==> src/rtl/nbt_pkg.sv <==
// nbt_pkg: shared types, codes and constants of the name binding table
// used by every module of the block but nbt_ram; depends on nothing

package nbt_pkg;

    // stream payload widths, padded to whole bytes
    localparam int S_TDATA_W = 200;
    localparam int M_TDATA_W = 72;
    localparam int IN_NAME_W = 128;
    localparam int WORD_W    = 32;

    // character codes
    localparam logic [7:0] CHAR_UNDERSCORE = 8'h5F;
    localparam logic [7:0] CHAR_LOWER_A    = 8'h61;
    localparam logic [7:0] CHAR_LOWER_Z    = 8'h7A;
    localparam logic [7:0] CHAR_UPPER_A    = 8'h41;
    localparam logic [7:0] CHAR_UPPER_Z    = 8'h5A;
    localparam logic [7:0] CHAR_DIGIT_0    = 8'h30;
    localparam logic [7:0] CHAR_DIGIT_9    = 8'h39;
    localparam logic [7:0] CASE_OFFSET     = 8'h20;

    typedef enum logic [1:0] {
        ACT_BIND   = 2'd0,
        ACT_LOOKUP = 2'd1,
        ACT_UNBIND = 2'd2,
        ACT_RSVD   = 2'd3
    } nbt_action_t;

    typedef enum logic [1:0] {
        ST_OK        = 2'd0,
        ST_INVALID   = 2'd1,
        ST_FULL      = 2'd2,
        ST_NOT_FOUND = 2'd3
    } nbt_status_t;

    typedef enum logic [2:0] {
        S_IDLE,
        S_CANON,
        S_CHECK,
        S_SEARCH,
        S_MOVE,
        S_RESP
    } nbt_state_t;

    typedef enum logic [1:0] {
        WR_NONE,
        WR_HIT,
        WR_APPEND,
        WR_MOVE
    } nbt_wr_t;

    // controller to datapath
    typedef struct packed {
        logic        load;
        logic        canon;
        logic        search_start;
        logic        scan;
        logic        rd_last;
        nbt_wr_t     wr_sel;
        logic        res_load;
        nbt_status_t res_status;
        logic        res_take_data;
        logic        push_out;
    } nbt_cmd_t;

    // datapath to controller
    typedef struct packed {
        nbt_action_t action;
        logic        name_ok;
        logic        arg_zero;
        logic        hit;
        logic        miss;
        logic        full;
        logic        out_free;
    } nbt_stat_t;

    function automatic logic [7:0] to_upper(input logic [7:0] c);
        logic [7:0] r;
        r = c;
        if (c >= CHAR_LOWER_A && c <= CHAR_LOWER_Z)
            r = c - CASE_OFFSET;
        return r;
    endfunction

    function automatic logic legal_char(input logic [7:0] c);
        return (c >= CHAR_UPPER_A && c <= CHAR_UPPER_Z) ||
               (c >= CHAR_DIGIT_0 && c <= CHAR_DIGIT_9) ||
               (c == CHAR_UNDERSCORE);
    endfunction

endpackage

==> src/rtl/nbt_ram.sv <==
// nbt_ram: generic single write port, single read port ram, registered read
// no dependencies

module nbt_ram #(
    parameter int WIDTH = 192,
    parameter int DEPTH = 16
) (
    input  logic                     clk,
    input  logic                     we,
    input  logic [$clog2(DEPTH)-1:0] waddr,
    input  logic [WIDTH-1:0]         wdata,
    input  logic                     re,
    input  logic [$clog2(DEPTH)-1:0] raddr,
    output logic [WIDTH-1:0]         rdata
);

    logic [WIDTH-1:0] mem [DEPTH];
    logic [WIDTH-1:0] rdata_reg;

    always_ff @(posedge clk)
    begin
        if (we)
            mem[waddr] <= wdata;
        if (re)
            rdata_reg <= mem[raddr];
    end

    assign rdata = rdata_reg;

endmodule

==> src/rtl/nbt_ctrl.sv <==
// nbt_ctrl: request sequencer of the name binding table
// depends on nbt_pkg; drives nbt_dp through command and status structs

module nbt_ctrl (
    input  logic              clk,
    input  logic              rst_n,
    input  logic              s_tvalid,
    output logic              s_tready,
    input  nbt_pkg::nbt_stat_t stat,
    output nbt_pkg::nbt_cmd_t  cmd
);

    import nbt_pkg::*;

    nbt_state_t state_reg;
    nbt_state_t state_next;

    always_ff @(posedge clk or negedge rst_n)
    begin
        if (!rst_n)
            state_reg <= S_IDLE;
        else
            state_reg <= state_next;
    end

    always_comb
    begin
        state_next = state_reg;
        cmd        = '0;
        cmd.wr_sel = WR_NONE;
        cmd.res_status = ST_OK;
        s_tready   = 1'b0;
        case (state_reg)
            S_IDLE:
            begin
                s_tready = 1'b1;
                if (s_tvalid)
                begin
                    cmd.load   = 1'b1;
                    state_next = S_CANON;
                end
            end
            S_CANON:
            begin
                cmd.canon  = 1'b1;
                state_next = S_CHECK;
            end
            S_CHECK:
            begin
                if ((stat.action == ACT_BIND && stat.name_ok && !stat.arg_zero) ||
                    ((stat.action == ACT_LOOKUP || stat.action == ACT_UNBIND) &&
                     stat.name_ok))
                begin
                    cmd.search_start = 1'b1;
                    state_next       = S_SEARCH;
                end
                else
                begin
                    cmd.res_load   = 1'b1;
                    cmd.res_status = ST_INVALID;
                    state_next     = S_RESP;
                end
            end
            S_SEARCH:
            begin
                if (stat.hit)
                begin
                    case (stat.action)
                        ACT_BIND:
                        begin
                            cmd.wr_sel     = WR_HIT;
                            cmd.res_load   = 1'b1;
                            cmd.res_status = ST_OK;
                            state_next     = S_RESP;
                        end
                        ACT_LOOKUP:
                        begin
                            cmd.res_load      = 1'b1;
                            cmd.res_status    = ST_OK;
                            cmd.res_take_data = 1'b1;
                            state_next        = S_RESP;
                        end
                        ACT_UNBIND:
                        begin
                            cmd.rd_last = 1'b1;
                            state_next  = S_MOVE;
                        end
                        default:
                        begin
                            cmd.res_load   = 1'b1;
                            cmd.res_status = ST_INVALID;
                            state_next     = S_RESP;
                        end
                    endcase
                end
                else if (stat.miss)
                begin
                    cmd.res_load = 1'b1;
                    state_next   = S_RESP;
                    if (stat.action == ACT_BIND)
                    begin
                        if (stat.full)
                            cmd.res_status = ST_FULL;
                        else
                        begin
                            cmd.wr_sel     = WR_APPEND;
                            cmd.res_status = ST_OK;
                        end
                    end
                    else
                        cmd.res_status = ST_NOT_FOUND;
                end
                else
                    cmd.scan = 1'b1;
            end
            S_MOVE:
            begin
                cmd.wr_sel     = WR_MOVE;
                cmd.res_load   = 1'b1;
                cmd.res_status = ST_OK;
                state_next     = S_RESP;
            end
            S_RESP:
            begin
                if (stat.out_free)
                begin
                    cmd.push_out = 1'b1;
                    state_next   = S_IDLE;
                end
            end
            default:
                state_next = S_IDLE;
        endcase
    end

endmodule

==> src/rtl/nbt_dp.sv <==
// nbt_dp: request registers, name canonicalizer, table scan and result path
// depends on nbt_pkg and nbt_ram; commanded by nbt_ctrl

module nbt_dp #(
    parameter int TABLE_ENTRIES = 16,
    parameter int NAME_BYTES    = 16
) (
    input  logic                              clk,
    input  logic                              rst_n,
    input  logic [nbt_pkg::S_TDATA_W-1:0]     s_tdata,
    output logic                              m_tvalid,
    input  logic                              m_tready,
    output logic [nbt_pkg::M_TDATA_W-1:0]     m_tdata,
    input  nbt_pkg::nbt_cmd_t                 cmd,
    output nbt_pkg::nbt_stat_t                stat
);

    import nbt_pkg::*;

    localparam int IDX_W  = $clog2(TABLE_ENTRIES);
    localparam int CNT_W  = $clog2(TABLE_ENTRIES + 1);
    localparam int NAME_W = 8 * NAME_BYTES;
    localparam int ENT_W  = NAME_W + 2 * WORD_W;
    localparam logic [15:0] NB_MASK = 16'((32'd1 << NAME_BYTES) - 32'd1);

    // request registers
    nbt_action_t          action_reg;
    logic [IN_NAME_W-1:0] name_in_reg;
    logic [WORD_W-1:0]    handle_reg;
    logic [WORD_W-1:0]    rights_reg;
    logic [NAME_W-1:0]    canon_reg;
    logic [NAME_W-1:0]    canon_next;
    logic                 name_ok_reg;
    logic                 name_ok_next;

    // table control
    logic [CNT_W-1:0] count_reg;
    logic [CNT_W-1:0] rd_ptr_reg;
    logic [IDX_W-1:0] cmp_idx_reg;
    logic             cmp_valid_reg;

    // result and output
    nbt_status_t       res_status_reg;
    logic [WORD_W-1:0] res_handle_reg;
    logic [WORD_W-1:0] res_rights_reg;
    logic              m_tvalid_reg;
    nbt_status_t       out_status_reg;
    logic [WORD_W-1:0] out_handle_reg;
    logic [WORD_W-1:0] out_rights_reg;

    // ram ports
    logic             ram_we;
    logic [IDX_W-1:0] ram_waddr;
    logic [ENT_W-1:0] ram_wdata;
    logic             ram_re;
    logic [IDX_W-1:0] ram_raddr;
    logic [ENT_W-1:0] ram_rdata;
    logic             scan_issue;
    logic             name_match;
    logic [IDX_W-1:0] last_idx;

    // canonicalizer: uppercase, stop at first zero, check characters
    always_comb
    begin
        logic [15:0] zero_v;
        logic [7:0]  c;
        logic [7:0]  up;
        logic        prior;
        logic        bad;
        zero_v     = '0;
        canon_next = '0;
        bad        = 1'b0;
        for (int i = 0; i < 16; i++)
            zero_v[i] = (name_in_reg[8*i +: 8] == 8'h00);
        for (int i = 0; i < NAME_BYTES; i++)
        begin
            c     = name_in_reg[8*i +: 8];
            up    = to_upper(c);
            prior = |(zero_v & 16'((32'd1 << i) - 32'd1));
            if (!prior && !zero_v[i] && !legal_char(up))
                bad = 1'b1;
            canon_next[8*i +: 8] = (prior || zero_v[i]) ? 8'h00 : up;
        end
        name_ok_next = !zero_v[0] && (|(zero_v & NB_MASK)) && !bad;
    end

    always_ff @(posedge clk)
    begin
        if (cmd.load)
        begin
            action_reg  <= nbt_action_t'(s_tdata[1:0]);
            name_in_reg <= s_tdata[129:2];
            handle_reg  <= s_tdata[161:130];
            rights_reg  <= s_tdata[193:162];
        end
        if (cmd.canon)
        begin
            canon_reg   <= canon_next;
            name_ok_reg <= name_ok_next;
        end
        if (scan_issue)
            cmp_idx_reg <= rd_ptr_reg[IDX_W-1:0];
        if (cmd.res_load)
        begin
            res_status_reg <= cmd.res_status;
            res_handle_reg <= cmd.res_take_data ? ram_rdata[NAME_W +: WORD_W] : '0;
            res_rights_reg <= cmd.res_take_data ? ram_rdata[NAME_W+WORD_W +: WORD_W] : '0;
        end
        if (cmd.push_out)
        begin
            out_status_reg <= res_status_reg;
            out_handle_reg <= res_handle_reg;
            out_rights_reg <= res_rights_reg;
        end
    end

    // scan: issue a read each cycle, compare the previous read
    assign scan_issue = cmd.scan && (rd_ptr_reg < count_reg);
    assign name_match = (ram_rdata[NAME_W-1:0] == canon_reg);
    assign last_idx   = IDX_W'(count_reg - CNT_W'(1));

    always_ff @(posedge clk or negedge rst_n)
    begin
        if (!rst_n)
        begin
            count_reg     <= '0;
            rd_ptr_reg    <= '0;
            cmp_valid_reg <= 1'b0;
            m_tvalid_reg  <= 1'b0;
        end
        else
        begin
            if (cmd.search_start)
            begin
                rd_ptr_reg    <= '0;
                cmp_valid_reg <= 1'b0;
            end
            else if (cmd.scan)
            begin
                cmp_valid_reg <= scan_issue;
                if (scan_issue)
                    rd_ptr_reg <= rd_ptr_reg + CNT_W'(1);
            end
            if (cmd.wr_sel == WR_APPEND)
                count_reg <= count_reg + CNT_W'(1);
            else if (cmd.wr_sel == WR_MOVE)
                count_reg <= count_reg - CNT_W'(1);
            if (cmd.push_out)
                m_tvalid_reg <= 1'b1;
            else if (m_tready)
                m_tvalid_reg <= 1'b0;
        end
    end

    always_comb
    begin
        ram_we    = 1'b0;
        ram_waddr = cmp_idx_reg;
        ram_wdata = {rights_reg, handle_reg, canon_reg};
        case (cmd.wr_sel)
            WR_HIT:
                ram_we = 1'b1;
            WR_APPEND:
            begin
                ram_we    = 1'b1;
                ram_waddr = count_reg[IDX_W-1:0];
            end
            WR_MOVE:
            begin
                ram_we    = 1'b1;
                ram_wdata = ram_rdata;
            end
            default:
                ram_we = 1'b0;
        endcase
    end

    assign ram_re    = scan_issue || cmd.rd_last;
    assign ram_raddr = cmd.rd_last ? last_idx : rd_ptr_reg[IDX_W-1:0];

    nbt_ram #(
        .WIDTH (ENT_W),
        .DEPTH (TABLE_ENTRIES)
    ) u_ram (
        .clk   (clk),
        .we    (ram_we),
        .waddr (ram_waddr),
        .wdata (ram_wdata),
        .re    (ram_re),
        .raddr (ram_raddr),
        .rdata (ram_rdata)
    );

    always_comb
    begin
        stat.action   = action_reg;
        stat.name_ok  = name_ok_reg;
        stat.arg_zero = (handle_reg == '0) || (rights_reg == '0);
        stat.hit      = cmp_valid_reg && name_match;
        stat.miss     = !cmp_valid_reg && (rd_ptr_reg >= count_reg);
        stat.full     = (count_reg == CNT_W'(TABLE_ENTRIES));
        stat.out_free = !m_tvalid_reg || m_tready;
    end

    assign m_tvalid = m_tvalid_reg;
    assign m_tdata  = {6'b0, out_rights_reg, out_handle_reg, out_status_reg};

endmodule

==> src/rtl/name_binding_table_core.sv <==
// name_binding_table_core: top level of the name binding table
// depends on nbt_pkg, nbt_ctrl, nbt_dp (which holds nbt_ram)
//
// usage
// - slave stream takes one request per handshake: action, a zero padded name
//   of up to NAME_BYTES bytes, and the handle and rights word for a bind
// - master stream returns exactly one result per request: status, and the
//   handle and rights of the entry on a successful lookup (zero otherwise)
// - names are uppercased; empty names, names of NAME_BYTES or more chars and
//   names with chars outside A-Z, 0-9 and underscore are rejected
// - a rejected request goes from canonicalize and check straight to the
//   response; a searched one scans the live entries in order, stopping on
//   a hit; an unbind hit then moves the last entry into the freed slot
// - the search time is set by the linear scan: one table ram read per entry,
//   the ram having a single registered read port
// - one request at a time: s_tready is high only while the sequencer is idle;
//   it rises again as soon as the result sits in the output register, so the
//   next request is taken while that result still waits
// - reset empties the table at once (entry count cleared); no clearing pass
// - when the receiver stalls the result holds in the output register and the
//   sequencer waits with the following result until the register frees

module name_binding_table_core #(
    parameter int TABLE_ENTRIES = 16,
    parameter int NAME_BYTES    = 16
) (
    input  logic                          clk,
    input  logic                          rst_n,
    // action[1:0], name_low_bytes[65:2], name_high_bytes[129:66],
    // handle[161:130], rights[193:162], zero fill [199:194]
    input  logic [nbt_pkg::S_TDATA_W-1:0] s_tdata,
    input  logic                          s_tvalid,
    output logic                          s_tready,
    // status[1:0], found_handle[33:2], found_rights[65:34], zero fill [71:66]
    output logic [nbt_pkg::M_TDATA_W-1:0] m_tdata,
    output logic                          m_tvalid,
    input  logic                          m_tready
);

    import nbt_pkg::*;

    nbt_cmd_t  cmd;
    nbt_stat_t stat;

    // sequencer: accept, canonicalize, check, scan, write back, respond
    nbt_ctrl u_ctrl (
        .clk      (clk),
        .rst_n    (rst_n),
        .s_tvalid (s_tvalid),
        .s_tready (s_tready),
        .stat     (stat),
        .cmd      (cmd)
    );

    // request registers, table ram and output register
    nbt_dp #(
        .TABLE_ENTRIES (TABLE_ENTRIES),
        .NAME_BYTES    (NAME_BYTES)
    ) u_dp (
        .clk      (clk),
        .rst_n    (rst_n),
        .s_tdata  (s_tdata),
        .m_tvalid (m_tvalid),
        .m_tready (m_tready),
        .m_tdata  (m_tdata),
        .cmd      (cmd),
        .stat     (stat)
    );

endmodule

==> config.mk <==
export PLATFORM = sky130hd
export DESIGN_NAME = name_binding_table_core
export DESIGN_NICKNAME = d
export VERILOG_FILES = /design/src/rtl/nbt_pkg.sv /design/src/rtl/nbt_ram.sv /design/src/rtl/nbt_ctrl.sv /design/src/rtl/nbt_dp.sv /design/src/rtl/name_binding_table_core.sv
export SDC_FILE = /design/constraint.sdc
export NUM_CORES = 2
export LEC_CHECK = 0
export BUFFER_PORTS_ARGS = -buffer_cell sky130_fd_sc_hd__buf_2
export CORE_ASPECT_RATIO = 0.9
export CORE_MARGIN = 2
export CORE_UTILIZATION = 25
export DETAILED_ROUTE_END_ITERATION = 7
export GPL_TIMING_DRIVEN = 0
export HOLD_SLACK_MARGIN = 0.12
export PLACE_DENSITY = 0.5
export REMOVE_ABC_BUFFERS = 1
export SLEW_MARGIN = 10
export SYNTH_ARGS = -nofsm -noshare
export SYNTH_HDL_FRONTEND = slang
export SYNTH_HIERARCHICAL = 1
export SYNTH_SLANG_ARGS = --single-unit
==> constraint.sdc <==
create_clock -name clk -period 23.8 [get_ports clk]
set_input_delay 2.38 -clock clk [delete_from_list [all_inputs] [get_ports clk]]
set_output_delay 2.38 -clock clk [all_outputs]
set_load 0.01 [all_outputs]
==> metrics.txt <==
Max IR drop VDD 62.5 uV; Worst setup SP type flop; Setup TNS 0 ns; H-tree levels 5; layout cells sized above 1 0.289; Critical Path End Type flop; Cell Area, Synth between 100,000 and 150,000 sq um; crit-path max FO 13; clock root cell clkbuf_16; Adder-Cell Fraction of Synth Area 0.00262; Max-slew headroom 0.0419; Synth Area in Simple Gates 0.0260; vias in the first global route between 70k and 80k; Syn Inst Count roughly 6.7k; crit path kind flop to flop; IO Port Bufs around 270; clock-pin slew on the worst setup and hold paths 0.07 ns; Worst Path Required 24.49 ns; number of enable flip-flop cells after synthesis 3,723; critical path arrival 10.25 ns; Post-DP HPWL ~280,000 um; Hold Crit Class flop to flop; clk sinks roughly 3.7k; Main synth FF type edfxtp_1; nets approximately 7.8k; grt peak-use layer met2; measured slew at the worst slew-check pin about 1.4 ns; vias per cell roughly 4.7; outcome complete, no violations; met2 usage 0.214; Max Root-Sink Buffers 4; DRT iter0 DRCs between 8k and 9k; max-cap viol count 0; drc violations 0; Synth Area per Inst around 21 sq um; complex-gate fraction of the synthesized area 0.0334; max FFs per register roughly 3.1k; largest area contributor in the netlist edfxtp_1; FMAX around 0.10 GHz; post-CTS setup buffers 0; Synth top area share 0.779; via count 73.0k; Placeable Area around 570,000 sq um; antenna-violating nets left 0; post-synthesis mux area share 0.136; Setup violations, final 0; final worst path period share 0.402; I/O pin total approximately 280; Synth cell types 90; routability congestion estimate roughly 0.82; Total GRT Usage 0.140; Layout area overhead 21.7%; CTS tree yes; TritonCTS Buffers between 300 and 400; Synth Register Bits between 3k and 4k; Routed wire per std cell between 20 and 30 um; pwr/cell area between 100 and 150 nW/um^2; fin util 0.306; Die ar. approximately 580,000 sq um; unrepaired setup endpoints after global routing false; Clock Skews 0.119 ns; global-route wire length before repair slightly below 600,000 um; synth warn 6; hold_buf cts 0; Slew Viols, Final 0; main combinational cell family by area after synthesis multiplexers; Clock Latency Late Sink 0.97 ns; # rows ~260; Final Hold Violating Endpoints 0; antenna violations before repair 42; Starting Density 0.251; XOR/XNOR share of the synthesized area 0.00702; ranking of synthesized cells by area edfxtp_1 (78%), mux4_2 (11%), a22oi_1 (1.7%); grt met1 use 0.207; minimum clock period approximately 9.6 ns; grt met3 use 0.0271; post-synthesis sequential area ratio 0.782; Die Ht roughly 720 um; number of gates resized after CTS 0; asr flop ratio synth 0.00401; Leakage Power approximately 55 nW; grt ovf 0; TritonRoute pass-1 iters 8; Die W 802 um; largest net degree at the start of global routing 68; drt total wl roughly 420,000 um
-- worst max-delay path: stages, from the launching register on --
cell and delay, ns:
edfxtp_1 0.65, xor2_1 0.27, nor4_1 1.00, nand4_1 0.36, nor3_1 0.55, nand4_1 0.38
nor4_2 1.27, buf_8 0.25, and3_1 0.53, mux2i_4 0.70, buf_16 0.25, buf_16 0.18
buf_16 0.18, buf_16 0.19, buf_16 0.18, buf_16 0.18, buf_16 0.17, buf_16 0.18
buf_16 0.17, buf_16 0.18, buf_16 0.17, buf_16 0.18, buf_16 0.17, mux4_2 0.49
a22oi_1 0.24, nand2_1 0.07
-- worst paths after layout --
check                                             start                       to  slack, ns  cells past startpoint
worst max-delay path                 u_dp/canon_reg[56]     u_dp/u_ram/rdata[35]      14.24                     25
worst min-delay path            u_dp/res_rights_reg[11]  u_dp/out_rights_reg[11]       0.36                      0
worst max register to register       u_dp/canon_reg[56]     u_dp/u_ram/rdata[35]      14.24                     25
worst min register to register  u_dp/res_rights_reg[11]  u_dp/out_rights_reg[11]       0.36                      0
max in group asynchronous                         rst_n        u_dp/count_reg[0]      22.06                      1
min in group asynchronous                         rst_n            u_dp/m_tvalid       1.38                      1
-- through the flow --
step                setup slack, ns  hold WS, ns  total power [mW]  std cells  area [sq um]
floorplan                    -65.07        0.400              14.1       6387        142000
global placement            -176.98        0.402              16.0      14200        153000
detailed placement            14.15        0.405              14.0      14700        163000
CTS                           14.15        0.369              19.7      15400        174000
finish                        14.24        0.360              19.4      15400        175000
global route                  13.90        0.374              20.2      15400        174000
-- cell type report --
| type | instances | area (sq um) |
|---|---|---|
| sequential | 3738 | 112000 |
| fill | 54600 | 396000 |
| timing repair buffer | 793 | 11600 |
| antenna | 16 | 40.0 |
| tap | 7552 | 9450 |
| clock buffer | 445 | 9460 |
| inverter | 89 | 339 |
| multi-input combinational | 2560 | 29700 |
| clock inverter | 208 | 1780 |
-- power breakdown --
group / leakage (nW) / switching (mW) / internal [mW]
registers: 33.9 / 0.399 / 8.45
clock network: 5.48 / 2.49 / 3.10
logic: 15.4 / 2.80 / 2.19
total: 54.7 / 5.69 / 13.7
-- per-layer routing --
layer	wire, um	up-vias
met5	62	-
met4	7210	10
met3	31300	506
met2	187000	2933
met1	193000	39700
li1	-	29800
-- cell usage after synthesis, types with 6 or more instances --
master and number:
xnor2_1 19, nor3_1 34, o221ai_1 6, clkbuf_1 147
nand4_1 31, xor2_1 96, or3_1 8, dfrtp_1 15
and4_1 6, nand3b_1 6, buf_1 36, and3_1 38
buf_2 90, or4_1 16, and3_2 7, a211oi_1 32
inv_1 87, a311oi_1 7, nand2_1 245, ha_1 30
nor2b_1 20, and2_1 119, o211ai_1 25, nor4_1 48
o31ai_1 6, buf_4 47, o2bb2ai_1 9, mux4_2 717
mux2_2 183, a221oi_1 13, nor2_1 69, o22ai_1 47
nand2b_1 12, a21oi_1 70, nand4b_1 6, a31oi_1 10
nand3_1 26, a22oi_1 332, buf_6 6, edfxtp_1 3723
o21ai_0 56, mux2i_1 125
-- placed cells by master, fill, tap and decap left out, types with 79 or more instances in the layout --
cell and n:
edfxtp_1 3723, mux4_2 717, clkbuf_16 366, a22oi_1 332, buf_2 265, nand2_1 243
buf_16 188, mux2_2 183, buf_12 178, mux2i_1 123, and2_1 116, buf_4 101
xor2_1 96, clkinv_1 87, inv_1 87, clkbuf_1 79
-- logic make-up after synthesis --
family,after synthesis
AO/OA/AOI/OAI,672
AND/OR/NAND/NOR,712
other,1
XOR/XNOR,115
buffers and inverters,415
flip-flops,3738
adder cells (fa/ha/maj),30
multiplexers,1025
Power figures use the tool's default switching activity.
